$ cat config.mk
export PLATFORM = sky130hd
export DESIGN_NAME = request_priority_heap
export DESIGN_NICKNAME = d
export VERILOG_FILES = /design/src/rtl/core/rph_pkg.sv /design/src/rtl/core/request_priority_heap.sv
export SDC_FILE = /design/constraint.sdc
export NUM_CORES = 2
export LEC_CHECK = 0
export BUFFER_PORTS_ARGS = -buffer_cell sky130_fd_sc_hd__buf_2
export CAP_MARGIN = 20
export CORE_MARGIN = 3
export CORE_UTILIZATION = 55
export CTS_CLUSTER_SIZE = 10
export DETAILED_ROUTE_END_ITERATION = 6
export PLACE_DENSITY_LB_ADDON = 0.25
export SLEW_MARGIN = 5
export SYNTH_ARGS = -nofsm -noshare
export SYNTH_HDL_FRONTEND = slang
export SYNTH_SLANG_ARGS = --single-unit
$ cat constraint.sdc
create_clock -name i_clk -period 21.2 [get_ports i_clk]
set_input_delay 4.24 -clock i_clk [delete_from_list [all_inputs] [get_ports i_clk]]
set_output_delay 4.24 -clock i_clk [all_outputs]
set_load 0.02 [all_outputs]
$ cat src/rtl/core/rph_pkg.sv
// Shared types, constants and ordering function for the request priority heap.
`default_nettype none
package rph_pkg;

    localparam int Depth = 16;
    localparam int IdxW  = $clog2(Depth);
    localparam int CntW  = IdxW + 1;
    localparam int TimeW = 32;
    localparam int IdW   = 8;
    localparam int OccW  = 5;
    localparam int CapW  = 5;
    localparam int StW   = 2;

    localparam logic [StW-1:0] StOk    = 2'd0;
    localparam logic [StW-1:0] StFull  = 2'd1;
    localparam logic [StW-1:0] StEmpty = 2'd2;

    localparam logic CmdPush = 1'b0;
    localparam logic CmdPop  = 1'b1;

    localparam logic RegOrderMode = 1'b0;
    localparam logic RegCapLimit  = 1'b1;

    typedef struct packed {
        logic [TimeW-1:0] arrival;
        logic [TimeW-1:0] deadline;
        logic [IdW-1:0]   id;
    } t_entry;

    // x must sit above y in the heap
    function automatic logic ranks_before(input logic mode, input t_entry x,
                                          input t_entry y);
        logic [TimeW-1:0] kx;
        logic [TimeW-1:0] ky;
        kx = mode ? x.deadline : x.arrival;
        ky = mode ? y.deadline : y.arrival;
        if (kx != ky) begin
            return kx < ky;
        end
        return x.id < y.id;
    endfunction

endpackage
`default_nettype wire

$ cat src/rtl/core/request_priority_heap.sv
// Request priority heap: binary min-heap in one synchronous memory, sifted by a sequencer.
// Push: written directly when the heap is empty, refused when full, else sifted up (one parent read per level).
// Pop: reports empty with no entries, returns the root with one entry, else sifts down (left and right child reads).
// One command at a time; o_busy is high until the result word is strobed on o_done.
// Results are strobed for one cycle and cannot be held off by the receiver.
// Synchronous active-low reset clears the count and restores order_mode 0 and capacity 16.
`default_nettype none
module request_priority_heap (
    input  wire                                i_clk,
    input  wire                                i_rst_n,
    input  wire                                i_start,
    output logic                               o_busy,
    input  wire                                i_cmd,
    input  wire  [rph_pkg::TimeW-1:0]          i_in_arrival_time,
    input  wire  [rph_pkg::TimeW-1:0]          i_in_deadline,
    input  wire  [rph_pkg::IdW-1:0]            i_in_requester_id,
    output logic                               o_done,
    output logic [rph_pkg::StW-1:0]            o_status,
    output logic                               o_out_valid,
    output logic [rph_pkg::TimeW-1:0]          o_out_arrival_time,
    output logic [rph_pkg::TimeW-1:0]          o_out_deadline,
    output logic [rph_pkg::IdW-1:0]            o_out_requester_id,
    output logic [rph_pkg::OccW-1:0]           o_occupancy,
    input  wire                                i_cfg_valid,
    output logic                               o_cfg_ready,
    input  wire                                i_cfg_index,
    input  wire  [rph_pkg::CapW-1:0]           i_cfg_data
);

    typedef enum logic [2:0] {
        S_IDLE, S_UP, S_UP_FIN, S_POP_ROOT, S_POP_LAST, S_DN_STEP, S_DN_L, S_DN_R
    } t_state;

    // heap memory
    rph_pkg::t_entry mem [rph_pkg::Depth];
    rph_pkg::t_entry rd_data;
    rph_pkg::t_entry wr_data;
    logic [rph_pkg::IdxW-1:0] rd_addr, wr_addr;
    logic wr_en;

    always_ff @(posedge i_clk) begin
        if (wr_en) begin
            mem[wr_addr] <= wr_data;
        end
        if (wr_en && wr_addr == rd_addr) begin
            rd_data <= wr_data;
        end else begin
            rd_data <= mem[rd_addr];
        end
    end

    t_state r_state, n_state;
    logic [rph_pkg::CntW-1:0] r_cnt, n_cnt;
    logic [rph_pkg::IdxW-1:0] r_pos, n_pos;
    rph_pkg::t_entry r_item, n_item;
    rph_pkg::t_entry r_left, n_left;
    rph_pkg::t_entry r_root, n_root;
    logic r_mode;
    logic [rph_pkg::CapW-1:0] r_cap;
    logic r_done, n_done;
    logic [rph_pkg::StW-1:0] r_status, n_status;
    logic r_valid, n_valid;
    rph_pkg::t_entry r_out, n_out;
    logic [rph_pkg::OccW-1:0] r_occ, n_occ;

    logic accept;
    logic full;
    int unsigned lim;
    rph_pkg::t_entry in_item;
    logic [rph_pkg::IdxW-1:0] parent, grand, cnt_parent;
    logic [rph_pkg::CntW-1:0] left_idx;
    logic [rph_pkg::CntW:0] right_idx;
    rph_pkg::t_entry cand_l, best_v;
    logic l_win, r_win, up_win;

    assign o_busy      = (r_state != S_IDLE);
    // registers change only between commands
    assign o_cfg_ready = !o_busy && !i_start;
    assign accept      = i_start && !o_busy;
    assign in_item     = '{arrival: i_in_arrival_time, deadline: i_in_deadline,
                           id: i_in_requester_id};
    assign lim  = (32'(r_cap) < 32'(rph_pkg::Depth)) ? 32'(r_cap) : 32'(rph_pkg::Depth);
    assign full = (32'(r_cnt) >= lim);

    assign cnt_parent = rph_pkg::IdxW'((r_cnt - 1'b1) >> 1);
    assign parent     = rph_pkg::IdxW'((r_pos - 1'b1) >> 1);
    assign grand      = rph_pkg::IdxW'((parent - 1'b1) >> 1);
    assign left_idx   = {r_pos, 1'b1};
    assign right_idx  = {1'b0, left_idx} + 1'b1;

    assign cand_l = (r_state == S_DN_R) ? r_left : rd_data;
    assign l_win  = rph_pkg::ranks_before(r_mode, cand_l, r_item);
    assign best_v = l_win ? cand_l : r_item;
    assign r_win  = (r_state == S_DN_R) && rph_pkg::ranks_before(r_mode, rd_data, best_v);
    assign up_win = rph_pkg::ranks_before(r_mode, r_item, rd_data);

    always_comb begin
        n_state  = r_state;
        n_cnt    = r_cnt;
        n_pos    = r_pos;
        n_item   = r_item;
        n_left   = r_left;
        n_root   = r_root;
        n_done   = 1'b0;
        n_status = r_status;
        n_valid  = r_valid;
        n_out    = r_out;
        n_occ    = r_occ;
        rd_addr  = '0;
        wr_en    = 1'b0;
        wr_addr  = r_pos;
        wr_data  = r_item;
        unique case (r_state)
            S_IDLE: begin
                if (accept) begin
                    n_done   = 1'b1;
                    n_status = rph_pkg::StOk;
                    n_valid  = 1'b0;
                    n_out    = '0;
                    n_occ    = rph_pkg::OccW'(r_cnt);
                    if (i_cmd == rph_pkg::CmdPush) begin
                        if (full) begin
                            n_status = rph_pkg::StFull;
                        end else begin
                            n_cnt  = r_cnt + 1'b1;
                            n_occ  = rph_pkg::OccW'(r_cnt + 1'b1);
                            n_item = in_item;
                            n_pos  = rph_pkg::IdxW'(r_cnt);
                            if (r_cnt == '0) begin
                                wr_en   = 1'b1;
                                wr_addr = '0;
                                wr_data = in_item;
                            end else begin
                                n_done  = 1'b0;
                                rd_addr = cnt_parent;
                                n_state = S_UP;
                            end
                        end
                    end else begin
                        if (r_cnt == '0) begin
                            n_status = rph_pkg::StEmpty;
                        end else begin
                            n_done  = 1'b0;
                            rd_addr = '0;
                            n_state = S_POP_ROOT;
                        end
                    end
                end
            end
            S_UP: begin
                wr_en = 1'b1;
                if (up_win) begin
                    wr_data = rd_data;
                    n_pos   = parent;
                    rd_addr = grand;
                    n_state = (parent == '0) ? S_UP_FIN : S_UP;
                end else begin
                    n_done  = 1'b1;
                    n_state = S_IDLE;
                end
            end
            S_UP_FIN: begin
                wr_en   = 1'b1;
                n_done  = 1'b1;
                n_state = S_IDLE;
            end
            S_POP_ROOT: begin
                n_root  = rd_data;
                n_cnt   = r_cnt - 1'b1;
                rd_addr = rph_pkg::IdxW'(r_cnt - 1'b1);
                if (r_cnt == rph_pkg::CntW'(1)) begin
                    n_done   = 1'b1;
                    n_status = rph_pkg::StOk;
                    n_valid  = 1'b1;
                    n_out    = rd_data;
                    n_occ    = '0;
                    n_state  = S_IDLE;
                end else begin
                    n_state = S_POP_LAST;
                end
            end
            S_POP_LAST: begin
                n_item  = rd_data;
                n_pos   = '0;
                n_state = S_DN_STEP;
            end
            S_DN_STEP: begin
                if (left_idx < r_cnt) begin
                    rd_addr = left_idx[rph_pkg::IdxW-1:0];
                    n_state = S_DN_L;
                end else begin
                    wr_en   = 1'b1;
                    n_done  = 1'b1;
                    n_state = S_IDLE;
                end
            end
            S_DN_L, S_DN_R: begin
                n_left = cand_l;
                if (r_state == S_DN_L && right_idx < {1'b0, r_cnt}) begin
                    rd_addr = right_idx[rph_pkg::IdxW-1:0];
                    n_state = S_DN_R;
                end else begin
                    wr_en = 1'b1;
                    if (r_win) begin
                        wr_data = rd_data;
                        n_pos   = right_idx[rph_pkg::IdxW-1:0];
                        n_state = S_DN_STEP;
                    end else if (l_win) begin
                        wr_data = cand_l;
                        n_pos   = left_idx[rph_pkg::IdxW-1:0];
                        n_state = S_DN_STEP;
                    end else begin
                        n_done  = 1'b1;
                        n_state = S_IDLE;
                    end
                end
            end
            default: n_state = S_IDLE;
        endcase
        // pop completion from the sift-down states
        if (n_done && (r_state == S_DN_STEP || r_state == S_DN_L || r_state == S_DN_R)) begin
            n_status = rph_pkg::StOk;
            n_valid  = 1'b1;
            n_out    = r_root;
            n_occ    = rph_pkg::OccW'(r_cnt);
        end
    end

    always_ff @(posedge i_clk) begin
        if (!i_rst_n) begin
            r_state <= S_IDLE;
            r_cnt   <= '0;
            r_mode  <= 1'b0;
            r_cap   <= rph_pkg::CapW'(16);
            r_done  <= 1'b0;
        end else begin
            r_state <= n_state;
            r_cnt   <= n_cnt;
            r_done  <= n_done;
            if (i_cfg_valid && o_cfg_ready) begin
                unique case (i_cfg_index)
                    rph_pkg::RegOrderMode: r_mode <= i_cfg_data[0];
                    rph_pkg::RegCapLimit:  r_cap  <= i_cfg_data;
                    default: ;
                endcase
            end
        end
        r_pos    <= n_pos;
        r_item   <= n_item;
        r_left   <= n_left;
        r_root   <= n_root;
        r_status <= n_status;
        r_valid  <= n_valid;
        r_out    <= n_out;
        r_occ    <= n_occ;
    end

    assign o_done             = r_done;
    assign o_status           = r_status;
    assign o_out_valid        = r_valid;
    assign o_out_arrival_time = r_out.arrival;
    assign o_out_deadline     = r_out.deadline;
    assign o_out_requester_id = r_out.id;
    assign o_occupancy        = r_occ;

    a_cnt_bound: assert property (@(posedge i_clk) disable iff (!i_rst_n)
        32'(r_cnt) <= 32'(rph_pkg::Depth))
        else $error("entry count above depth");

    a_done_idle: assert property (@(posedge i_clk) disable iff (!i_rst_n)
        o_done |-> !o_busy)
        else $error("result strobed while sequencer busy");

    a_full_refuse: assert property (@(posedge i_clk) disable iff (!i_rst_n)
        (accept && i_cmd == rph_pkg::CmdPush && full)
        |=> (o_done && o_status == rph_pkg::StFull && $stable(r_cnt)))
        else $error("refused push not reported next cycle");

    a_empty_occ: assert property (@(posedge i_clk) disable iff (!i_rst_n)
        (o_done && o_status == rph_pkg::StEmpty) |-> (o_occupancy == '0 && !o_out_valid))
        else $error("empty pop with nonzero occupancy");

endmodule
`default_nettype wire

==> flow_metrics.py <==
metrics = {
    "finish": {
        "fin_nets": 4582,
        "n_fill_cell": 8708,
        "final_area_um2": 75500,
        "layout-drive-gt1-share": 0.258,
        "syn_to_final_growth_pct": 11.5,
    },
    "sta": {
        "setup_tns_ps": 0,
        "hold-worst-slack_ps": 462,
        "finalHoldViolations": 0,
        "slew_headroom": 0.257,
        "min_period_ps": 12800,
        "max_freq_mhz": 78.1,
        "worst_slew_pin_slew_ps": 1110,
        "grt_setup_unrepaired": "false",
        "post-route-period-util": 0.604,
        "setup_viol": 0,
        "fin_skew_ps": 50.2,
        "slew_viol_final": 0,
    },
    "setup_path": {
        "crit_slowest_cell": "nor3_1",
        "critPathLaunchType": "flop",
        "cp.arrival_ps": 13450,
        "critical_path.max_stage_delay_ps": 830,
        "worstSetupPathType": "reg -> reg",
        "r2r_cells": 31,
        "required_ps": 21850,
        "cp-end-kind": "flop",
        "critPathMaxFanout": 100,
    },
    "synth": {
        "synth_area_um2": 67700,
        "syn_area_per_cell_um2": 16.3,
        "synth_async_sr_flop_share": 0,
        "synth-seq-area-share": 0.649,
        "yosysUniqueCellTypes": 73,
        "netlist_instances": 4153,
        "synth_edf_count": 1449,
        "synth-main-ff-cell": "edfxtp_1",
        "synth_nets": 4374,
        "yosys_warnings": 0,
        "synth-seq-cells": 1471,
    },
    "global_routing": {
        "grt_pass1_wl_um": 284000,
        "grt_pass1_vias": 41040,
        "overflow": 0,
        "track_usage": 0.309,
        "grt_max_degree": 129,
        "antenna_found_initial": 3,
    },
    "place": {
        "gp_congestion": 0.934,
        "dp_hpwl_um": 115000,
        "placed_area_um2": 70700,
        "place.port_buffers": 165,
    },
    "floorplanning": {
        "start_util": 0.555,
        "io_pins": 166,
        "die_width_um": 357,
        "core_area_um2": 122000,
        "dieArea_um2": 127000,
        "die_h_um": 357,
        "num_rows": 128,
    },
    "pwr": {
        "leakagePower_nw": 25.0,
        "p_int_mw": 7.79,
        "power.switching_mw": 4.86,
        "clkPwrFrac": 0.204,
        "ir_drop_uv": 134,
        "seq_power_share": 0.372,
        "sw_frac_of_total": 0.384,
        "pwr-share-comb": 0.423,
        "power.density_nw_per_um2": 168,
    },
    "hold_path": {
        "min_path_type": "reg -> reg",
        "holdPathStages": 2,
    },
    "job": {
        "maxCapViolCount": 0,
    },
    "route": {
        "wl_um": 196000,
        "routed_via_density": 6.95,
        "firstDrtPassIters": 7,
        "wire_per_inst_um": 32.4,
        "final_antenna_net_count": 0,
        "vias": 41980,
        "drc": 14,
        "drt_iter0_markers": 5662,
    },
    "run_status": {
        "outcome": "finished with violations",
        "violations": "DRC",
    },
    "clock_tree": {
        "postCtsHoldBufs": 0,
        "clk_pin_slew_ps": 50,
        "h-tree-depth": 4,
        "post_cts_buffers": 0,
        "clockBufferDepth": 3,
        "cts_root_buf": "clkbuf_16",
        "cts.sink_count": 1471,
        "numCtsBuffers": 169,
        "cts_tree": "yes",
        "cts_resized": 0,
        "clock_latency_ps": 820,
    },
}
==> per-stage QoR <==
step	utilization	power, mW	setup WS, ps	instances
final	0.619	12.6	8400	6040
after global routing	0.618	13.2	7960	6039
after CTS	0.618	12.6	8790	6036
after detailed placement	0.579	9.98	8840	5812
after global placement	0.579	9.83	8870	5800
after floorplan	-	8.07	8490	4153
==> path summary, 6_finish.rpt <==
check,start,end,slack (ps)
setup / recovery,flop,mem[4][64],8400
setup reg to reg,flop,mem[4][64],8400
hold reg to reg,o_status[0],o_status[0],460
hold / removal,o_status[0],o_status[0],460
==> registers in the layout (all words and copies together) (netlist names), 4 cells and up, named ones only <==
signal / flops
r_root: 72
r_item: 72
o_occupancy: 5
r_left: 72
o_out_requester_id: 8
r_cnt: 5
r_pos: 4
o_out_deadline: 32
o_out_arrival_time: 32
r_cap: 5
mem: 1152
==> cell type report <==
class	count	area [µm²]	share of cell area
Clock buffer	198	4400	0.0583
Multi-Input combinational cell	2307	22400	0.296
Clock inverter	26	342	0.00453
Timing Repair Buffer	308	1950	0.0258
Inverter	104	397	0.00525
Tap cell	1625	2030	0.0269
Sequential cell	1471	44000	0.583
Antenna cell	1	2.50	0.0000332
==> critical path, delay by kind of cell, from the launching register on <==
| kind | cells | cell delay, ps |
|---|---|---|
| AND/OR/NAND/NOR | 12 | 3950 |
| buffers and inverters | 6 | 3490 |
| multiplexers | 5 | 2240 |
| AO/OA/AOI/OAI | 6 | 1260 |
| flip-flops | 1 | 690 |
| adder cells (fa/ha/maj) | 2 | 560 |
==> layer usage <==
metal / up-vias / GRT usage / wire [µm]
li1: 17344 / - / -
met1: 21388 / 0.428 / 73800
met2: 2730 / 0.480 / 91500
met3: 518 / 0.0586 / 20700
met4: 0 / 0.144 / 9790
met5: - / 0 / 0
==> cells in the mapped netlist (69+ instances only) <==
cell	count	area [µm²]
ha_1	138	1730
a22o_1	72	631
nand2_1	275	1030
mux2_2	222	2500
nor3_1	82	410
o21ai_0	136	681
inv_1	100	375
clkbuf_1	160	601
mux4_2	357	8040
edfxtp_1	1449	43500
o211ai_1	140	1050
a21oi_1	181	906
mux2i_1	116	1160
o31ai_1	69	518
nor2_1	129	484
==> logic make-up (layout without fill, tap and decap cells) <==
| family | after synthesis | count (layout) | synth area share |
|---|---|---|---|
| adder cells (fa/ha/maj) | 138 | 138 | 0.0255 |
| AO/OA/AOI/OAI | 830 | 830 | 0.0854 |
| AND/OR/NAND/NOR | 632 | 632 | 0.0420 |
| XOR/XNOR | 11 | 11 | 0.00142 |
| multiplexers | 696 | 696 | 0.173 |
| flip-flops | 1471 | 1471 | 0.649 |
| buffers and inverters | 375 | 636 | 0.0237 |
| other | 0 | 1 | 0 |
==> cells in the final DEF, fill, tap and decap left out, types with 8 or more instances in the layout <==
cell type,instances
o211ai_1,140
a221oi_1,66
nand2b_1,10
dfxtp_4,8
nor3_1,78
and3_1,11
xnor2_1,9
edfxtp_1,1449
mux2_2,222
nand4_1,25
a211oi_1,11
buf_2,170
nand2_1,271
o21a_1,9
mux4_2,357
nor2b_1,12
nor2_1,116
o31ai_1,68
o21ai_0,136
inv_1,100
clkbuf_1,25
nand3b_1,11
nand3_1,37
a211o_1,67
a22o_1,72
mux2i_1,116
dfxtp_1,14
clkbuf_16,171
buf_4,132
a21oi_1,180
a31oi_1,10
ha_1,138
nor2_4,13
a21o_1,18
==> power by group through the flow <==
stage | sequential, mW | combinational [mW] | clock [mW]
final | 4.71 | 5.35 | 2.59
after global routing | 4.74 | 5.72 | 2.74
after CTS | 4.71 | 5.25 | 2.62
after detailed placement | 4.76 | 5.22 | 0
after global placement | 4.75 | 5.08 | 0
after floorplan | 4.75 | 3.32 | 0
No activity file was read; power rests on OpenSTA's default activity.
